==> config.mk <==
export PLATFORM = sky130hd
export DESIGN_NAME = rse_ctrl
export DESIGN_NICKNAME = d
export VERILOG_FILES = /design/src/rse_pkg.sv /design/src/rse_ctrl.sv
export SDC_FILE = /design/constraint.sdc
export NUM_CORES = 1
export LEC_CHECK = 0
export BUFFER_PORTS_ARGS = -buffer_cell sky130_fd_sc_hd__buf_2
export CORE_MARGIN = 3
export CORE_UTILIZATION = 50
export DETAILED_ROUTE_END_ITERATION = 10
export HOLD_SLACK_MARGIN = 0.06
export PLACE_DENSITY_LB_ADDON = 0.05
export SLEW_MARGIN = 20
export SYNTH_ARGS = -nofsm -noshare
export SYNTH_HDL_FRONTEND = slang
export SYNTH_SLANG_ARGS = --single-unit
==> constraint.sdc <==
create_clock -name clk -period 2.05 [get_ports clk]
set_input_delay 0.3075 -clock clk [delete_from_list [all_inputs] [get_ports clk]]
set_output_delay 0.3075 -clock clk [all_outputs]
set_load 0.01 [all_outputs]
==> src/rse_pkg.sv <==
// ----------------------------------------------------------------------------
// rse_pkg
// Types and fixed constants shared by the range statistics engine.
// ----------------------------------------------------------------------------
package rse_pkg;

  localparam logic signed [31:0] INT_MAX = 32'sh7FFF_FFFF;
  localparam logic signed [31:0] INT_MIN = 32'sh8000_0000;

  // Function codes, read on the last word of a range.
  localparam logic [2:0] ACT_MIN   = 3'd0;
  localparam logic [2:0] ACT_MAX   = 3'd1;
  localparam logic [2:0] ACT_SUM   = 3'd2;
  localparam logic [2:0] ACT_AVG   = 3'd3;
  localparam logic [2:0] ACT_STDEV = 3'd4;

  // Status codes.
  localparam logic [1:0] ST_OK   = 2'd0;
  localparam logic [1:0] ST_ERR  = 2'd1;
  localparam logic [1:0] ST_OVER = 2'd2;

  // The mean needs one division step per bit of the 32-bit magnitude.
  localparam int MEAN_STEPS = 32;

  typedef struct packed {
    logic signed [31:0] cell_value;
    logic               cell_error;
    logic               last_cell;
    logic [2:0]         action;
  } in_item_t;

  typedef struct packed {
    logic signed [31:0] result_value;
    logic [1:0]         status;
  } out_item_t;

  typedef struct packed {
    logic load;
    logic div_load_mean;
    logic div_load_q;
    logic div_step;
    logic mean_latch;
    logic rd_first;
    logic rd;
    logic sqrt_load;
    logic sqrt_step;
    logic emit;
  } cmd_t;

  typedef struct packed {
    logic       err_nz;
    logic [2:0] act;
    logic       cnt_gt1;
    logic       pass_last;
    logic       pipe_busy;
  } stat_t;

endpackage

==> src/rse_ctrl.sv <==
// ----------------------------------------------------------------------------
// rse_ctrl
// Controller: accepts words while idle and sequences the division, the
// second pass over the store and the square root after the last word.
// ----------------------------------------------------------------------------
module rse_ctrl #(
  parameter int MAX_CELLS = 1024
) (
  input  logic           clk,
  input  logic           rst_n,
  input  logic           start,
  input  logic           last_cell,
  input  rse_pkg::stat_t stat,
  output logic           busy,
  output rse_pkg::cmd_t  cmd
);

  localparam int AW  = $clog2(MAX_CELLS);
  localparam int QW  = 66 + AW;
  localparam int RW  = (QW + 1) / 2;
  localparam int STW = $clog2(QW);

  localparam logic [3:0] S_IDLE   = 4'd0;
  localparam logic [3:0] S_DECIDE = 4'd1;
  localparam logic [3:0] S_MDIV   = 4'd2;
  localparam logic [3:0] S_MEAN   = 4'd3;
  localparam logic [3:0] S_PASS   = 4'd4;
  localparam logic [3:0] S_DRAIN  = 4'd5;
  localparam logic [3:0] S_QDIV   = 4'd6;
  localparam logic [3:0] S_RLOAD  = 4'd7;
  localparam logic [3:0] S_ROOT   = 4'd8;
  localparam logic [3:0] S_EMIT   = 4'd9;

  logic [3:0]     state_r, state_nxt;
  logic [STW-1:0] step_r, step_nxt;

  always_comb begin
    state_nxt = state_r;
    step_nxt  = step_r;
    cmd       = '0;
    case (state_r)
      S_IDLE: begin
        cmd.load = start;
        if (start && last_cell) begin
          state_nxt = S_DECIDE;
        end
      end
      S_DECIDE: begin
        step_nxt = '0;
        if (!stat.err_nz && (stat.act == rse_pkg::ACT_AVG ||
            (stat.act == rse_pkg::ACT_STDEV && stat.cnt_gt1))) begin
          cmd.div_load_mean = 1'b1;
          state_nxt         = S_MDIV;
        end else begin
          state_nxt = S_EMIT;
        end
      end
      S_MDIV: begin
        cmd.div_step = 1'b1;
        step_nxt     = step_r + STW'(1);
        if (step_r == STW'(rse_pkg::MEAN_STEPS - 1)) begin
          state_nxt = S_MEAN;
        end
      end
      S_MEAN: begin
        cmd.mean_latch = 1'b1;
        cmd.rd_first   = 1'b1;
        state_nxt      = (stat.act == rse_pkg::ACT_AVG) ? S_EMIT : S_PASS;
      end
      S_PASS: begin
        cmd.rd = 1'b1;
        if (stat.pass_last) begin
          state_nxt = S_DRAIN;
        end
      end
      S_DRAIN: begin
        step_nxt = '0;
        if (!stat.pipe_busy) begin
          cmd.div_load_q = 1'b1;
          state_nxt      = S_QDIV;
        end
      end
      S_QDIV: begin
        cmd.div_step = 1'b1;
        step_nxt     = step_r + STW'(1);
        if (step_r == STW'(QW - 1)) begin
          state_nxt = S_RLOAD;
        end
      end
      S_RLOAD: begin
        cmd.sqrt_load = 1'b1;
        step_nxt      = '0;
        state_nxt     = S_ROOT;
      end
      S_ROOT: begin
        cmd.sqrt_step = 1'b1;
        step_nxt      = step_r + STW'(1);
        if (step_r == STW'(RW - 1)) begin
          state_nxt = S_EMIT;
        end
      end
      S_EMIT: begin
        cmd.emit  = 1'b1;
        state_nxt = S_IDLE;
      end
      default: begin
        state_nxt = S_IDLE;
      end
    endcase
  end

  always_ff @(posedge clk) begin
    if (!rst_n) begin
      state_r <= S_IDLE;
      step_r  <= '0;
    end else begin
      state_r <= state_nxt;
      step_r  <= step_nxt;
    end
  end

  assign busy = (state_r != S_IDLE);

  a_emit_once: assert property (@(posedge clk) disable iff (!rst_n)
    (state_r == S_EMIT) |=> (state_r == S_IDLE))
    else $error("emit state did not return to idle");

  a_decide_after_last: assert property (@(posedge clk) disable iff (!rst_n)
    (state_r == S_DECIDE) |-> ($past(cmd.load) && $past(last_cell)))
    else $error("result sequence began without a last word");

  a_mdiv_progress: assert property (@(posedge clk) disable iff (!rst_n)
    (state_r == S_MDIV) |=> (state_r == S_MDIV || state_r == S_MEAN))
    else $error("mean division left early");

  a_no_load_busy: assert property (@(posedge clk) disable iff (!rst_n)
    (state_r == S_PASS || state_r == S_ROOT) |-> !cmd.load)
    else $error("word loaded during computation");

endmodule

==> results, run 1 <==
- Dividing the final minimum period by the clock period gives 0.912.
- The clock root buffer is sky130_fd_sc_hd__clkbuf_4.
- The die is 46.2 um wide.
- The total clock buffers created by CTS is 3.
- The clock tree from TritonCTS is done.
- The share of synthesized area in the top cell type comes to 0.272.
- In this run the cell area of the synthesized design comes to just over 800 um^2.
- Setup repair after global routing left no endpoint under its margin.
- Compared with the post-synthesis result, the final layout area differs by 17.5%.
- After the last flow step, the layout net total stands at 146.
- The net count of the mapped netlist is 123.
- The final core utilization is 0.680.
- The run finished with clean final reports.
- In the synthesized netlist the async set-or-reset flop fraction comes to 0.
- The insertion delay of the later-clocked pin in the worst-skew pair is 0.27 ns.
- The maximum clock path buffer count is 2.
- The number of DRC violations after detailed-routing iteration 0 is 43.
- The share of post-route cells with drive strength above 1 is 0.227.
- In the routed design, unresolved DRC markers number 0.
- The number of global-route vias before repair is between 700 and 800.
- The number of hold buffers added after CTS was 0.
- The critical-path cell with the highest stage delay is sky130_fd_sc_hd__dfxtp_1.
- The detailed-route via count is between 800 and 900.
- The number of vias per cell is 6.01.
- The design draws ~0.00048 W.
- The worst-case headroom to the max-slew limit is 0.751.
- The number of antenna diodes in the final layout is 0.
- Fill cells in the final layout number 126.
- The critical path startpoint category is a flip-flop.
- The worst path required time is 2.27 ns.
- The floorplan step defined a die boundary enclosing 2140 um^2.
- Synthesis inferred 11 register bits.
- After clock tree synthesis, the clock-pin slew on the worst setup and hold paths is 0.07 ns.
- The number of synthesized flops with an enable pin is 0.
- In this run the vertical extent of the chip is ~46 um.
- The dominant delay contributor by cell family on the critical path is simple AND/OR/NAND/NOR gates.
- The global-route wire length before repair is ~3100 um.
- The count of nets left with antenna violations once routing finished came out at 0.
- During synthesis, Yosys emitted a total of 0 warnings.
- For flop-to-flop paths, the worst setup slack is 0.18 ns.
- After detailed routing, the total wire length is just under 2000 um.
- The sink count of the clock tree is 11.
- The mean area per synthesized cell is 7.36 um^2.
- The predominant post-synthesis flop cell is sky130_fd_sc_hd__dfxtp_1.
- Across the run, the number of max-cap violations was 0.
- Pin placement for this block handled 22 I/O pins.
- The multi-input gate area in the final layout is 536 um^2.
- The initial antenna violation count came to 0.
- The worst setup path is of the reg -> reg kind.
- The number of instances in the synthesized netlist is 110.
- The worst setup path is captured at a flip-flop.
- The buffer and inverter count on the worst path is 0.
- The number of setup buffers added after CTS is 0.
- After global routing the overflow that remains totals 0.
- The final-report max-slew violation count is 0.
- At the pin with the least slew margin, the transition time is 0.365 ns.
- Summing all flip-flop and latch instances after layout gives 220 um^2.
- The post-DP HPWL is roughly 1500 um.
- Dividing total power by cell area gives a power density of slightly above 500 nW/um^2.
- The maximum clock skew at final layout is around 0.0069 ns.
- The type of the tightest min-delay check is in -> reg.
- The time the worst path needs with I/O delays and setup is 1.87 ns.
- The count of instances resized after the clock tree is built is 0.
- By area the synthesized netlist is led by sky130_fd_sc_hd__dfxtp_1 27%, sky130_fd_sc_hd__a21oi_1 5.6%, sky130_fd_sc_hd__nor3_1 5.6%.
- The number of distinct library cells after synthesis is 40.
- The number of H-tree branching levels is 1.
- The maximum number of pins on one net before global-route repair is 18.
- The proportion of synthesized chip area in sequential cells is 0.272.
- The commonest cells after synthesis are 11 x sky130_fd_sc_hd__dfxtp_1, 11 x sky130_fd_sc_hd__nor2_1, 10 x sky130_fd_sc_hd__nand2_1.
- The final estimated routing congestion in global placement is between 0.8 and 0.9.
- Along the worst path, the maximum fanout reaches 13.
- Excluding fillers, the count of instances in the completed layout stands at 147.
- The number of hold violations in the final report is 0.
- The largest single stage delay on the critical path is 0.54 ns.
- Setup total negative slack on the finished layout was measured at 0 ns.
- Summed over all instances, the cell type with the most area after synthesis is sky130_fd_sc_hd__dfxtp_1.
- The row count is 13.
- The overall fraction of global-route tracks in use is 0.200.
- The number of port buffers is 21.
- The total instance count after detailed placement is 143.
- For this run, the detailed router's first-pass iteration total came to 4.
- The worst setup slack after layout is approximately 0.18 ns.
- After floorplanning, the core was sized to cover 1400 um^2.
- The reported leakage power is 0.392 nW.
- For this configuration, the core starts out at a cell density of 0.579.
- The arrival time at the worst endpoint is roughly 2.1 ns.
- The detail-routed net length per standard cell is 13.3 um.
- Walking the worst path, the cells encountered are or3b_4, a21oi_4, nand4_1, mux2_1, nor2_1.
- Across the VDD grid, the largest voltage drop is 0.471 mV.
- Timing analysis after detailed placement gives a worst setup slack of 0.204 ns.
- Timing would allow up to 0.535 GHz.
- The total of endpoints with negative setup slack in the final report is 0.
-- cells by family after synthesis --
| logic type | count (synthesis) | share of synthesized area |
|---|---|---|
| flops | 11 | 0.272 |
| mux | 2 | 0.0263 |
| compound gates | 26 | 0.215 |
| fa+ha+maj | 2 | 0.0309 |
| buf+inv | 11 | 0.0664 |
| simple gates | 57 | 0.379 |
| xor+xnor | 1 | 0.0108 |
-- where the power goes --
part           switching, W  total, W  internal (W)
Sequential        0.0000119  0.000232      0.000220
Clock             0.0000690  0.000144     0.0000753
Combinational     0.0000607  0.000108     0.0000472
Total              0.000142  0.000484      0.000342
-- per-stage QoR --
stage | hold WS (ns) | instance area (um^2)
2_1_floorplan | 0.446 | 810
3_3_place_gp | 0.511 | 925
3_5_place_dp | 0.513 | 925
4_1_cts | 0.298 | 951
5_1_grt | 0.326 | 951
6_report | 0.300 | 951
-- placed cells by master, fill, tap and decap left out, types with 2 or more instances in the layout --
cell / synthesis / layout
sky130_fd_sc_hd__clkbuf_4: 0 / 3
sky130_fd_sc_hd__nand2_1: 10 / 10
sky130_fd_sc_hd__o31ai_1: 2 / 2
sky130_fd_sc_hd__buf_2: 1 / 21
sky130_fd_sc_hd__o21ai_0: 4 / 4
sky130_fd_sc_hd__and3_1: 3 / 3
sky130_fd_sc_hd__dfxtp_1: 11 / 11
sky130_fd_sc_hd__nor2_1: 11 / 11
sky130_fd_sc_hd__inv_1: 3 / 3
sky130_fd_sc_hd__ha_1: 2 / 2
sky130_fd_sc_hd__nor4_1: 2 / 2
sky130_fd_sc_hd__nand4_1: 4 / 4
sky130_fd_sc_hd__nor2b_1: 2 / 2
sky130_fd_sc_hd__nand3_1: 5 / 5
sky130_fd_sc_hd__a21oi_1: 9 / 9
sky130_fd_sc_hd__a211oi_1: 3 / 3
sky130_fd_sc_hd__nor3_1: 9 / 9
sky130_fd_sc_hd__nand2b_1: 3 / 3
sky130_fd_sc_hd__buf_4: 1 / 4
-- path summary, 6_finish.rpt --
check,depth (start not counted),end,startpoint
setup / recovery,5,step_r[6],state_r[3]
hold / removal,3,step_r[3],rst_n
setup reg to reg,5,step_r[6],state_r[3]
hold reg to reg,1,step_r[3],step_r[3]
-- state kept, by name, summed over array words and instances, names as in the netlist --
| register | flops |
|---|---|
| step_r | 7 |
| state_r | 4 |
-- worst reg2reg max path, cell delays in order, from the launching register on --
cell	delay [ns]
sky130_fd_sc_hd__dfxtp_1	0.54
sky130_fd_sc_hd__or3b_4	0.45
sky130_fd_sc_hd__a21oi_4	0.26
sky130_fd_sc_hd__nand4_1	0.15
sky130_fd_sc_hd__mux2_1	0.34
sky130_fd_sc_hd__nor2_1	0.08
-- metal layers --
layer | part of all wire | GRT usage | up-vias
li1 | - | - | 444
met1 | 0.47 | 0.288 | 398
met2 | 0.44 | 0.291 | 39
met3 | 0.084 | 0.0742 | 2
met4 | 0.0041 | 0.0170 | 0
met5 | 0 | 0 | -
-- final cells by class --
| type | count | share of cell area |
|---|---|---|
| Timing Repair Buffer | 25 | 0.142 |
| Tap cell | 15 | 0.0197 |
| Multi-Input combinational cell | 88 | 0.563 |
| Inverter | 4 | 0.0158 |
| Clock buffer | 4 | 0.0276 |
| Sequential cell | 11 | 0.232 |
(Power assumes the default switching activity.)
==> inputs of run 2 (changes only) <==
--- a/config.mk
+++ b/config.mk
@@ -7,7 +7,8 @@
 export LEC_CHECK = 0
 export BUFFER_PORTS_ARGS = -buffer_cell sky130_fd_sc_hd__buf_2
 export CORE_MARGIN = 3
-export CORE_UTILIZATION = 50
+export CORE_UTILIZATION = 54
+export CTS_BUF_LIST = sky130_fd_sc_hd__clkbuf_4 sky130_fd_sc_hd__clkbuf_8 sky130_fd_sc_hd__clkbuf_16
 export DETAILED_ROUTE_END_ITERATION = 10
 export HOLD_SLACK_MARGIN = 0.06
 export PLACE_DENSITY_LB_ADDON = 0.05
==> constraint.sdc (replaced) <==
create_clock -name clk -period 2.2 [get_ports clk]
set_input_delay 0.33 -clock clk [delete_from_list [all_inputs] [get_ports clk]]
set_output_delay 0.33 -clock clk [all_outputs]
set_load 0.01 [all_outputs]
==> run 2 against run 1 <==
Against the previous run:
- design area fell by 0.39%
- routed wire length decreased by 6.7%
- global-route usage grew 1.3 points
==> results, run 2 (synthesized netlist as in run 1, its figures left out) <==
- The run finished with clean final reports.
- The remaining global-route overflow is 0.
- The total of endpoints with negative setup slack in the final report is 0.
- The sink count of the clock tree is 11.
- The post-DP HPWL is 1410 um.
- The final core utilization is 0.702.
- The tool flagged a number of max-cap violations equal to 0.
- The critical path class is reg -> out.
- The row count is 13.
- The worst path required time is 1.87 ns.
- After detailed routing, the total wire length is ~1800 um.
- The startpoint identified for the worst hold timing path is rst_n.
- Entering global routing, the biggest net connects 18 pins.
- For the finished layout, the period the worst path requires is 1.87 ns.
- Of the cells placed in the final design, the portion with a size suffix greater than 1 is 0.229.
- The final-report max-slew violation count is 0.
- The count of buffers added on input and output ports is 21.
- The number of hold violations in the final report is 0.
- The number of setup buffers added after CTS is 0.
- The final worst-path cycle share is 0.851.
- Tracing the worst setup path back leads to its startpoint at state_r[1].
- Of the total power, registers draw 0.464.
- The number of antenna repair diodes is 0.
- For the final database, setup skew stands at about 0.0075 ns.
- The internal portion of total power is 0.000331 W.
- The layout overhead on the synthesized area is 17.0%.
- The overall fraction of global-route tracks in use is 0.213.
- Of the total power, combinational logic draws 0.219.
- In the routed design, unresolved DRC markers number 0.
- The maximum clock path buffer count is 2.
- The total power density per cell area is 486 nW/um^2.
- The pre-antenna-repair detailed-routing pass consisted of 4 iterations.
- The flip-flop count of the largest register, all copies and words added is 7.
- The initial utilization of the core area, before any placement, comes to 0.600.
- The accumulated negative setup slack is 0 ns.
- The height of the die is 44.7 um.
- The core region is 1350 um^2.
- In this run the power spent charging and discharging nets is 0.000129 W.
- Clock tree synthesis inserted a total of 3 buffers.
- Setup repair after global routing left no endpoint under its margin.
- The floorplan step set the die width to between 40 and 50 um.
- The cell area reported after detailed placement is between 900 and 1000 um^2.
- The congestion estimate from routability-driven global placement came to 0.816.
- The number of vias per cell is 6.01.
- The number of top-level pins is 22.
- The clock root buffer is sky130_fd_sc_hd__clkbuf_4.
- The arrival time at the worst endpoint is 1.54 ns.
- At the pin with the least slew margin, the transition time is 0.489 ns.
- The top cell types in the final layout, fill and taps aside, are 21 x sky130_fd_sc_hd__buf_2, 11 x sky130_fd_sc_hd__nor2_1, 11 x sky130_fd_sc_hd__dfxtp_1, 10 x sky130_fd_sc_hd__nand2_1.
- In this run, the number of DRC markers left after iteration 0 of detailed routing was 25.
- The source of the worst register-to-register timing path is state_r[3].
- The number of buffers added to fix hold violations after cts is 0.
- The initial antenna violation count is 0.
- The analysis attributes to cell leakage a power of 0.390 nW.
- Detailed routing inserted a total of approximately 900 vias.
- After clock tree synthesis, the clock-pin slew on the worst setup and hold paths is 0.07 ns.
- Of all nets on the critical path, the largest fanout is 17.
- The min-delay analysis places its worst path in the category in -> reg.
- The finished cells cover 947 um^2.
- The critical path startpoint category is a flip-flop.
- More flip-flops sit in one register than any other, and that register is step_r.
- The library cell used most frequently in the layout, excluding fill and tap cells, is sky130_fd_sc_hd__buf_2.
- The detail-routed net length per standard cell is 12.5 um.
- The switching share of power is 0.281.
- The count of nets left with antenna violations once routing finished came out at 0.
- The number of global-route vias before repair is 720.
- In this run the number of H-tree levels came out at 1.
- The final net count is 145.
- The worst-case headroom to the max-slew limit is 0.674.
- The count of instances resized after the clock tree is built is 0.
- The clock network fraction of design power is 0.318.
- The floorplan step defined a die boundary enclosing 2000 um^2.
- Derived from the worst setup path, the maximum achievable clock frequency is 0.534 GHz.
- The critical path endpoint category is an output pin.
- The first global-routing pass estimated 3090 um of wire.
- The insertion delay of the later-clocked pin in the worst-skew pair is 0.27 ns.
- The clock tree from TritonCTS is done.
- The peak supply drop is 0.369 mV.
- In the final layout, the registers with the most flip-flops are step_r (7), state_r (4).
==> run 2: cell count changes in the layout (fill, tap and decap cells not counted), sizes merged <==
cell	change
buf	-1
==> run 2: area by class of cell <==
type                       instances  area [um^2]
timing repair buffer              24          128
inverter                           4         15.0
fill                             116          403
tap                               15         18.8
clock buffer                       4         30.0
sequential                        11          220
multi-input combinational         88          536
==> run 2: power groups by stage <==
stage | clock [W] | combinational [W] | sequential [W]
after floorplan | 0 | 0.0000684 | 0.000215
after global placement | 0 | 0.0000981 | 0.000217
after detailed placement | 0 | 0.0000995 | 0.000218
after CTS | 0.000153 | 0.0000997 | 0.000213
after global routing | 0.000163 | 0.000111 | 0.000215
final | 0.000146 | 0.000101 | 0.000213
==> run 2: stage by stage <==
stage / total power (W) / hold slack [ns] / setup slack [ns] / instances
finish: 0.000460 / 0.328 / 0.327 / 146
global route: 0.000488 / 0.358 / 0.166 / 146
CTS: 0.000466 / 0.316 / 0.339 / 146
detailed placement: 0.000317 / 0.514 / 0.381 / 142
global placement: 0.000315 / 0.516 / 0.445 / 142
floorplan: 0.000283 / 0.468 / 0.607 / 110
==> run 2: final timing paths <==
path | slack, ns | end | cells past startpoint
setup / recovery | 0.33 | cmd[6] | 3
hold / removal | 0.33 | step_r[3] | 3
setup reg to reg | 0.38 | step_r[6] | 5
hold reg to reg | 0.54 | step_r[3] | 1
==> run 2: critical path: stages (launching register included) <==
cell	delay [ns]
sky130_fd_sc_hd__dfxtp_1	0.62
sky130_fd_sc_hd__nand2b_1	0.31
sky130_fd_sc_hd__nor2_1	0.19
sky130_fd_sc_hd__buf_2	0.15
==> run 2: layer usage <==
| layer | routed length [um] | global-route usage | vias to the layer above |
|---|---|---|---|
| met2 | 809 | 0.289 | 41 |
| met3 | 153 | 0.0598 | 3 |
| met1 | 853 | 0.299 | 387 |
| li1 | - | - | 447 |
| met5 | 0 | 0 | - |
| met4 | 12 | 0.114 | 0 |
